### src/design/cpl_pkg.sv
// shared types and character codes for the punctuator length decoder
// no dependencies; imported by cpl_decode and c_punctuator_length_core
package cpl_pkg;

  typedef struct packed {
    logic [7:0] first_byte;
    logic [7:0] second_byte;
    logic [7:0] third_byte;
    logic [7:0] fourth_byte;
    logic [2:0] bytes_left;
  } in_item_t;

  typedef struct packed {
    logic [2:0] token_length;
    logic       recognized;
  } out_item_t;

  localparam logic [7:0] CH_LBRACK = 8'h5B;
  localparam logic [7:0] CH_RBRACK = 8'h5D;
  localparam logic [7:0] CH_LPAREN = 8'h28;
  localparam logic [7:0] CH_RPAREN = 8'h29;
  localparam logic [7:0] CH_LBRACE = 8'h7B;
  localparam logic [7:0] CH_RBRACE = 8'h7D;
  localparam logic [7:0] CH_TILDE  = 8'h7E;
  localparam logic [7:0] CH_QUEST  = 8'h3F;
  localparam logic [7:0] CH_SEMI   = 8'h3B;
  localparam logic [7:0] CH_COMMA  = 8'h2C;
  localparam logic [7:0] CH_DOT    = 8'h2E;
  localparam logic [7:0] CH_LT     = 8'h3C;
  localparam logic [7:0] CH_GT     = 8'h3E;
  localparam logic [7:0] CH_PCT    = 8'h25;
  localparam logic [7:0] CH_COLON  = 8'h3A;
  localparam logic [7:0] CH_EQ     = 8'h3D;
  localparam logic [7:0] CH_MINUS  = 8'h2D;
  localparam logic [7:0] CH_AMP    = 8'h26;
  localparam logic [7:0] CH_PLUS   = 8'h2B;
  localparam logic [7:0] CH_PIPE   = 8'h7C;
  localparam logic [7:0] CH_HASH   = 8'h23;
  localparam logic [7:0] CH_STAR   = 8'h2A;
  localparam logic [7:0] CH_BANG   = 8'h21;
  localparam logic [7:0] CH_CARET  = 8'h5E;
  localparam logic [7:0] CH_SLASH  = 8'h2F;

  localparam logic [2:0] LEN_NONE  = 3'd0;
  localparam logic [2:0] LEN_ONE   = 3'd1;
  localparam logic [2:0] LEN_TWO   = 3'd2;
  localparam logic [2:0] LEN_THREE = 3'd3;
  localparam logic [2:0] LEN_FOUR  = 3'd4;

endpackage

### src/design/c_punctuator_length_core.sv
// path: an accepted transaction passes the input register, then the result register, before it shows on out_item
// throughput: one transaction per cycle, set by the single decode stage between
// the input register and the result register; out_stall holds both stages
// reset: synchronous active-low rst_n clears both valid flags; payload is not reset
// top level of the punctuator length decoder; depends on cpl_pkg and cpl_decode
module c_punctuator_length_core (
  input  logic               clk,
  input  logic               rst_n,
  input  logic               in_valid,
  output logic               in_stall,
  input  cpl_pkg::in_item_t  in_item,
  output logic               out_valid,
  input  logic               out_stall,
  output cpl_pkg::out_item_t out_item
);
  import cpl_pkg::*;

  logic      s1_vld_r, s1_vld_nxt;
  in_item_t  s1_item_r;
  logic      out_vld_r, out_vld_nxt;
  out_item_t out_item_r;
  out_item_t dec_result;
  logic      out_ready;
  logic      s1_ready;

  assign out_ready = !out_vld_r || !out_stall;
  assign s1_ready  = !s1_vld_r || out_ready;
  assign in_stall  = !s1_ready;

  cpl_decode u_decode (
    .item   (s1_item_r),
    .result (dec_result)
  );

  always_comb begin
    s1_vld_nxt  = s1_ready ? in_valid : s1_vld_r;
    out_vld_nxt = out_ready ? s1_vld_r : out_vld_r;
  end

  always_ff @(posedge clk) begin
    if (!rst_n) begin
      s1_vld_r  <= 1'b0;
      out_vld_r <= 1'b0;
    end else begin
      s1_vld_r  <= s1_vld_nxt;
      out_vld_r <= out_vld_nxt;
    end
  end

  always_ff @(posedge clk) begin
    if (s1_ready && in_valid) begin
      s1_item_r <= in_item;
    end
    if (out_ready && s1_vld_r) begin
      out_item_r <= dec_result;
    end
  end

  assign out_valid = out_vld_r;
  assign out_item  = out_item_r;

  a_flag_matches_len: assert property (@(posedge clk) disable iff (!rst_n)
    out_vld_r |-> (out_item_r.recognized == (out_item_r.token_length != LEN_NONE)))
    else $error("recognized flag disagrees with token length");

  a_len_range: assert property (@(posedge clk) disable iff (!rst_n)
    out_vld_r |-> (out_item_r.token_length <= LEN_FOUR))
    else $error("token length out of range");

  a_stage_moves: assert property (@(posedge clk) disable iff (!rst_n)
    (s1_vld_r && out_ready) |=> out_vld_r)
    else $error("decoded transaction lost between stages");

  a_stage_holds: assert property (@(posedge clk) disable iff (!rst_n)
    (s1_vld_r && !out_ready) |=> (s1_vld_r && $stable(s1_item_r)))
    else $error("input stage changed while blocked");

  a_accept_loads: assert property (@(posedge clk) disable iff (!rst_n)
    (in_valid && !in_stall) |=> (s1_vld_r && s1_item_r == $past(in_item)))
    else $error("accepted transaction not captured");

endmodule

### src/design/cpl_decode.sv
// combinational longest-match decode of one lookahead window
// depends on cpl_pkg for the item types and character codes
module cpl_decode (
  input  cpl_pkg::in_item_t  item,
  output cpl_pkg::out_item_t result
);
  import cpl_pkg::*;

  logic       h1, h2, h3;
  logic [7:0] b0, b1, b2, b3;
  logic [2:0] len;

  assign b0 = item.first_byte;
  assign b1 = item.second_byte;
  assign b2 = item.third_byte;
  assign b3 = item.fourth_byte;

  // zero counts as one and anything above four as four, which these compares already give
  assign h1 = (item.bytes_left >= 3'd2);
  assign h2 = (item.bytes_left >= 3'd3);
  assign h3 = (item.bytes_left >= 3'd4);

  always_comb begin
    unique case (b0) inside
      CH_LBRACK, CH_RBRACK, CH_LPAREN, CH_RPAREN, CH_LBRACE, CH_RBRACE,
      CH_TILDE, CH_QUEST, CH_SEMI, CH_COMMA: begin
        len = LEN_ONE;
      end
      CH_DOT: begin
        len = (h2 && b1 == CH_DOT && b2 == CH_DOT) ? LEN_THREE : LEN_ONE;
      end
      CH_LT: begin
        if (h1 && b1 == CH_LT) begin
          len = (h2 && b2 == CH_EQ) ? LEN_THREE : LEN_TWO;
        end else begin
          len = (h1 && (b1 == CH_EQ || b1 == CH_COLON || b1 == CH_PCT)) ? LEN_TWO : LEN_ONE;
        end
      end
      CH_GT: begin
        if (h1 && b1 == CH_GT) begin
          len = (h2 && b2 == CH_EQ) ? LEN_THREE : LEN_TWO;
        end else begin
          len = (h1 && b1 == CH_EQ) ? LEN_TWO : LEN_ONE;
        end
      end
      CH_PCT: begin
        // %:%: digraph needs all four bytes
        if (h1 && b1 == CH_COLON) begin
          len = (h3 && b2 == CH_PCT && b3 == CH_COLON) ? LEN_FOUR : LEN_TWO;
        end else begin
          len = (h1 && (b1 == CH_EQ || b1 == CH_GT)) ? LEN_TWO : LEN_ONE;
        end
      end
      CH_MINUS: begin
        len = (h1 && (b1 == CH_MINUS || b1 == CH_GT || b1 == CH_EQ)) ? LEN_TWO : LEN_ONE;
      end
      CH_AMP: begin
        len = (h1 && (b1 == CH_AMP || b1 == CH_EQ)) ? LEN_TWO : LEN_ONE;
      end
      CH_PLUS: begin
        len = (h1 && (b1 == CH_PLUS || b1 == CH_EQ)) ? LEN_TWO : LEN_ONE;
      end
      CH_PIPE: begin
        len = (h1 && (b1 == CH_PIPE || b1 == CH_EQ)) ? LEN_TWO : LEN_ONE;
      end
      CH_COLON: begin
        len = (h1 && b1 == CH_GT) ? LEN_TWO : LEN_ONE;
      end
      CH_HASH: begin
        len = (h1 && b1 == CH_HASH) ? LEN_TWO : LEN_ONE;
      end
      CH_STAR, CH_BANG, CH_EQ, CH_CARET, CH_SLASH: begin
        len = (h1 && b1 == CH_EQ) ? LEN_TWO : LEN_ONE;
      end
      default: begin
        len = LEN_NONE;
      end
    endcase
  end

  assign result.token_length = len;
  assign result.recognized   = (len != LEN_NONE);

endmodule
### config.mk
export PLATFORM = sky130hd
export DESIGN_NAME = c_punctuator_length_core
export DESIGN_NICKNAME = d
export VERILOG_FILES = /design/src/design/cpl_pkg.sv /design/src/design/c_punctuator_length_core.sv /design/src/design/cpl_decode.sv
export SDC_FILE = /design/constraint.sdc
export NUM_CORES = 1
export LEC_CHECK = 0
export ABC_AREA = 1
export BUFFER_PORTS_ARGS = -buffer_cell sky130_fd_sc_hd__buf_2
export CORE_MARGIN = 3
export CORE_UTILIZATION = 49
export CTS_CLUSTER_SIZE = 10
export DETAILED_ROUTE_END_ITERATION = 12
export GPL_TIMING_DRIVEN = 0
export MAX_ROUTING_LAYER = met4
export PLACE_DENSITY = 0.72
export SYNTH_ARGS = -nofsm -noshare
export SYNTH_HDL_FRONTEND = slang
export SYNTH_HIERARCHICAL = 1
export SYNTH_SLANG_ARGS = --single-unit
### constraint.sdc
create_clock -name clk -period 1.4 [get_ports clk]
set_input_delay 0.21 -clock clk [delete_from_list [all_inputs] [get_ports clk]]
set_output_delay 0.21 -clock clk [all_outputs]
set_load 0.02 [all_outputs]
==> impl_metrics.tcl, run 1 <==
set metrics [dict create \
    layout_min_cycle_time_ns 1.659 \
    place_area_sq_mm 0.002510 \
    dieArea_sq_mm 0.005301 \
    finalNetCount 363 \
    finalWorstSetupSlack_ns -0.2585 \
    worstMarginPinSlew_ns 0.3837 \
    worstHoldPathType "in2reg" \
    grt_overflow 0 \
    stdcell_count 375 \
    tns_ns -0.8019 \
    clk_latency_ns 0.28 \
    syn_nets 296 \
    cts-root-buf "clkbuf_8" \
    post-place-ws_ns -0.2304 \
    via_per_inst 4.915 \
    vdd_ir_drop_max_mv 0.8057 \
    syn_avg_cell_area_sq_um 8.510 \
    drv_cap 0 \
    drive_gt1_share_pct 36.31 \
    area_growth_pct 30.55 \
    initial_core_util_pct 52.78 \
    dp.cells 351 \
    clk_pin_slew_ns 0.08 \
    endpoint_kind "flop" \
    die_w_um 72.81 \
    max_freq_mhz 602.9 \
    grt_pass1_vias 1704 \
    async_flop_share_pct 0 \
    synth.area.top_cells "edfxtp_1 (54%), nand2_1 (12%), nor2_1 (8.4%)" \
    die_h_um 72.81 \
    routedWlPerCell_um 11.69 \
    seq_area_frac_synth_pct 55.38 \
    synth_top_cell_area_share_pct 53.55 \
    synth_area_leader_cell "edfxtp_1" \
    cts_max_level 2 \
    rows 23 \
    synth_top_flop_cell "edfxtp_1" \
    outcome "finished, violations left" \
    vias 1843 \
    synth_enable_flop_cells 39 \
    clock-sinks 41 \
    multi_input_area_sq_um 944.7 \
    post-dp-hpwl_um 3084 \
    hold_viol_final 0 \
    ys_types 22 \
    cts.hold.buffers_added 0 \
    grt_pass1_wl_um 7189 \
    ios 45 \
    syn-instance-count 257 \
    ant_nets 0 \
    clk_path_buf_depth 2 \
    critical_path_arrival_ns 1.70 \
    diodes 0 \
    ys_ff_latch 41 \
    cp.required_ns 1.44 \
    synth_area_sq_mm 0.002187 \
    final-seq-area_sq_mm 0.001215 \
    p_per_area_mw_per_mm2 936.9 \
    fill_cells 334 \
    ys_warn_count 6 \
    finalPower_mw 2.675 \
    max-slew-margin-rel_pct 74.42 \
    whs_ns 0.09504 \
    synthMostInstantiatedCell "nand2_1" \
    final_core_util_pct 68.90 \
    fin_crit_sh_pct 118.5 \
    io_buffers 44 \
    grt_max_degree 19 \
    drv_slew 0 \
    numCtsBuffers 5 \
    leakage_nw 1.285 \
    stdcell_area_sq_mm 0.002855 \
    rsz0062_at_grt "true" \
    grt.total_usage_pct 18.24 \
    critPathMaxFanout 5 \
    gpl.final_weighted_congestion 0.8963 \
    coreArea_sq_mm 0.004144 \
    drcViolationCount 0 \
    setup_viol 4 \
    grt_antenna_before_repair 0 \
    totalWireLength_um 4383 \
    cts_tree "done" \
    cp-start-kind "flop" \
    synth_common_cells "nand2_1 (71), nor2_1 (49), edfxtp_1 (39), inv_1 (33), nand3_1 (23)" \
    crit_type "reg2reg" \
    skew_ns 0.001629 \
    drt_iter0_markers 103 \
    violations "negative setup slack" \
    first_pass_iters 4 \
]
==> where the power goes <==
| part | switching [mW] | leakage (nW) | total, mW | internal [mW] |
|---|---|---|---|---|
| Clock | 0.387 | 0.0554 | 0.922 | 0.535 |
| Sequential | 0.0390 | 0.400 | 1.46 | 1.42 |
| Combinational | 0.167 | 0.829 | 0.295 | 0.127 |
==> flip-flops by register name (all words and copies together), names as in the netlist <==
| name | cells |
|---|---|
| out_item | 4 |
| out_valid | 1 |
| s1_item_r | 35 |
| s1_vld_r | 1 |
==> what timing repair did <==
| item | 4_1_cts | 5_1_grt |
|---|---|---|
| setup endpoints to repair | 39 | 39 |
| buffers inserted | 7 | 8 |
| gates resized for setup | 13 | 14 |
| pin swaps | 11 | 12 |
| hold endpoints to repair | 0 | 0 |
| gates cloned | 1 | 0 |
==> logic make-up after synthesis <==
group                  synth area share (%)
flip-flops                            55.38
buffers and inverters                 6.693
AND/OR/NAND/NOR                       36.44
AO/OA/AOI/OAI                         1.487
==> placed cells by master (no fill, tap or decap), drive strengths merged <==
master     n
nor4       2
nor3       5
nand3b     2
nor2      55
inv       35
clkinv     1
dfxtp      2
bufinv     1
clkinvlp   2
a21oi      5
buf       60
clkbuf     6
nor3b      2
nand4      5
nand2     77
nand3     26
edfxtp    39
==> worst max-delay path: stages, from the launching register on <==
cell and delay [ns]:
edfxtp_1 0.51, buf_6 0.17, nor2_4 0.08, nand2_2 0.05, nor2_2 0.12, nor2_1 0.06
nand2_2 0.07, nand3_1 0.06, nand2_1 0.06, nand2_1 0.05, nor2_1 0.12, nand2_1 0.07
==> path summary, 6_finish.rpt <==
| check | start | to | slack (ns) | depth (start not counted) |
|---|---|---|---|---|
| max | s1_item_r[19]$_DFFE_PP_ | out_item[1]$_DFFE_PP_ | -0.26 | 11 |
| min | in_item[4] | s1_item_r[4]$_DFFE_PP_ | 0.1 | 1 |
| max reg2reg | s1_item_r[19]$_DFFE_PP_ | out_item[1]$_DFFE_PP_ | -0.26 | 11 |
| min reg2reg | out_valid$_SDFFE_PN0P_ | out_valid$_SDFFE_PN0P_ | 0.50 | 2 |
==> per-layer routing <==
layer  global-route usage [%]  vias to the layer above  part of all wire, %
met5                        -                        -                    0
met4                    5.533                        0                  2.1
met3                    4.132                        9                  6.3
met2                    30.36                       59                   49
met1                    22.13                      811                   42
li1                         -                      964                    -
==> cell type report <==
type | count | share of cell area, %
multi-input cells | 179 | 33.08
well taps | 50 | 2.191
inverters | 36 | 4.952
plain buffers | 1 | 0.3944
clock buffers | 6 | 2.542
repair inverters | 1 | 0.2629
flip-flops and latches | 41 | 42.55
clock inverters | 2 | 1.358
repair buffers | 59 | 12.66
(Power assumes the default switching activity.)
==> run 2, diff against run 1 <==
--- a/config.mk
+++ b/config.mk
@@ -7,7 +7,6 @@
 export LEC_CHECK = 0
 export ABC_AREA = 1
 export BUFFER_PORTS_ARGS = -buffer_cell sky130_fd_sc_hd__buf_2
-export CORE_MARGIN = 3
 export CORE_UTILIZATION = 49
 export CTS_CLUSTER_SIZE = 10
 export DETAILED_ROUTE_END_ITERATION = 12
==> impl_metrics.tcl, run 2 (same netlist as run 1, synthesis figures left out) <==
set metrics [dict create \
    clock-sinks 41 \
    switching_power_mw 0.6243 \
    cts.hold.buffers_added 0 \
    tns_ns -0.7208 \
    drv_slew 0 \
    io_buffers 44 \
    finalWorstSetupSlack_ns -0.2407 \
    cts_max_level 2 \
    ff2ff_path_depth 10 \
    p_seq_share_pct 54.3 \
    power.internal_mw 2.068 \
    vdd_ir_drop_max_mv 0.6779 \
    gpl.final_weighted_congestion 0.8832 \
    grt_max_degree 19 \
    top_layer_used "met4" \
    stdcell_area_sq_mm 0.002833 \
    drcViolationCount 0 \
    regMostFlops "s1_item_r" \
    totalWireLength_um 4291 \
    routedWlPerCell_um 11.63 \
    initial_core_util_pct 52.78 \
    finalNetCount 357 \
    skew_ns 0.008807 \
    ios 45 \
    first_pass_iters 4 \
    largest_reg_flops 35 \
    via_per_inst 4.894 \
    final_common_cell "nand2_1" \
    critical_path_arrival_ns 1.70 \
    grt_pass1_vias 1515 \
    crit_start "s1_item_r[20]$_DFFE_PP_" \
    mostFrequentLayoutCells "nand2_1 (61), buf_2 (44), edfxtp_1 (39), nor2_1 (37), inv_1 (26)" \
    cp.required_ns 1.46 \
    stdcell_count 369 \
    place_area_sq_mm 0.002510 \
    grt.total_usage_pct 19.74 \
    setup_viol 4 \
    clock_power_share_pct 35.4 \
    clk_path_buf_depth 2 \
    whs_ns 0.08524 \
    post-dp-hpwl_um 2885 \
    cp-start-kind "flop" \
    max-slew-margin-rel_pct 73.07 \
    ant_nets 0 \
    die_h_um 68.81 \
    rsz0062_at_grt "true" \
    r2r_slack_ns -0.24 \
    leakage_nw 1.266 \
    grt_antenna_before_repair 0 \
    violations "negative setup slack" \
    drive_gt1_share_pct 37.93 \
    drv_cap 0 \
    diodes 0 \
    wl_met1_um 1952 \
    crit_type "reg2reg" \
    p_comb_share_pct 10.3 \
    grt_overflow 0 \
    cts-root-buf "clkbuf_8" \
    clk_pin_slew_ns 0.09 \
    worstMarginPinSlew_ns 0.4040 \
    cts_tree "done" \
    swShare_pct 23.19 \
    vias 1806 \
    die_w_um 68.81 \
    r2r-start "s1_item_r[20]$_DFFE_PP_" \
    rows 23 \
    dieArea_sq_mm 0.004735 \
    p_per_area_mw_per_mm2 950.4 \
    grt_pass1_wl_um 6389 \
    layout_min_cycle_time_ns 1.641 \
    dp.cells 351 \
    critPathMaxFanout 8 \
    area_growth_pct 29.52 \
    final_core_util_pct 68.36 \
    numCtsBuffers 5 \
    wl_met2_um 2119 \
    cp-endpoint "out_item[1]$_DFFE_PP_" \
    drt_iter0_markers 108 \
    clk_latency_ns 0.29 \
    coreArea_sq_mm 0.004144 \
    hold_viol_final 0 \
    outcome "finished, violations left" \
    worstHoldPathType "in2reg" \
    r2r_end "out_item[1]$_DFFE_PP_" \
    endpoint_kind "flop" \
    max_freq_mhz 609.5 \
    fin_crit_sh_pct 117.2 \
    routed-wl-met3_um 193 \
]
run 2: worst min-delay path by stage:
stage	start	endpoint	slack, ns	cells after the start
after detailed placement	in_item[7]	s1_item_r[7]$_DFFE_PP_	0.39	1
after global routing	in_item[32]	s1_item_r[32]$_DFFE_PP_	0.07	1
after CTS	in_item[31]	s1_item_r[31]$_DFFE_PP_	0.08	1
after global placement	in_item[22]	s1_item_r[22]$_DFFE_PP_	0.39	1
final	in_item[34]	s1_item_r[34]$_DFFE_PP_	0.09	1
after floorplan	in_item[0]	s1_item_r[0]$_DFFE_PP_	0.31	0
run 2: critical path, stage by stage, from the launching register on:
cell and delay [ns]:
edfxtp_1 0.47, inv_2 0.13, nand2_2 0.07, nor2_4 0.15, nand3_4 0.13, nand2_2 0.11, nand2_1 0.06, nand2_1 0.05
nand2_1 0.07, nor2_2 0.11, nand2_1 0.06
run 2: layout make-up:
class	count	area, sq um
fillers	329	1311
clock inverters	3	46.29
inverters	36	138.9
plain buffers	1	11.26
flip-flops and latches	41	1215
multi-input cells	179	969.7
well taps	50	62.56
repair buffers	53	312.8
clock buffers	5	68.82
repair inverters	1	7.507
run 2: power by group through the flow:
stage	clock network (mW)	logic (mW)	registers [mW]
after global routing	1.02	0.307	1.47
final	0.954	0.278	1.46
after detailed placement	0	0.222	1.49
after floorplan	0	0.133	1.49
after global placement	0	0.221	1.49
after CTS	0.976	0.250	1.46
run 2: timing repair:
action,CTS,global route
setup buffers,5,4
pin swaps,11,10
resized for setup,21,13
gates cloned,1,0
endpoints found under the setup margin,39,39
run 2: per-layer routing:
metal | GRT usage [%] | vias up
met5 | - | -
met2 | 31.37 | 54
li1 | - | 953
met1 | 24.87 | 797
met4 | 6.888 | 0
met3 | 4.441 | 2
run 2: per-stage QoR:
stage | worst slack (ns) | power (mW)
6_report | -0.2407 | 2.692
5_1_grt | -0.3530 | 2.802
4_1_cts | -0.2533 | 2.687
3_5_place_dp | -0.2970 | 1.711
3_3_place_gp | -0.2643 | 1.706
2_1_floorplan | -0.05942 | 1.621
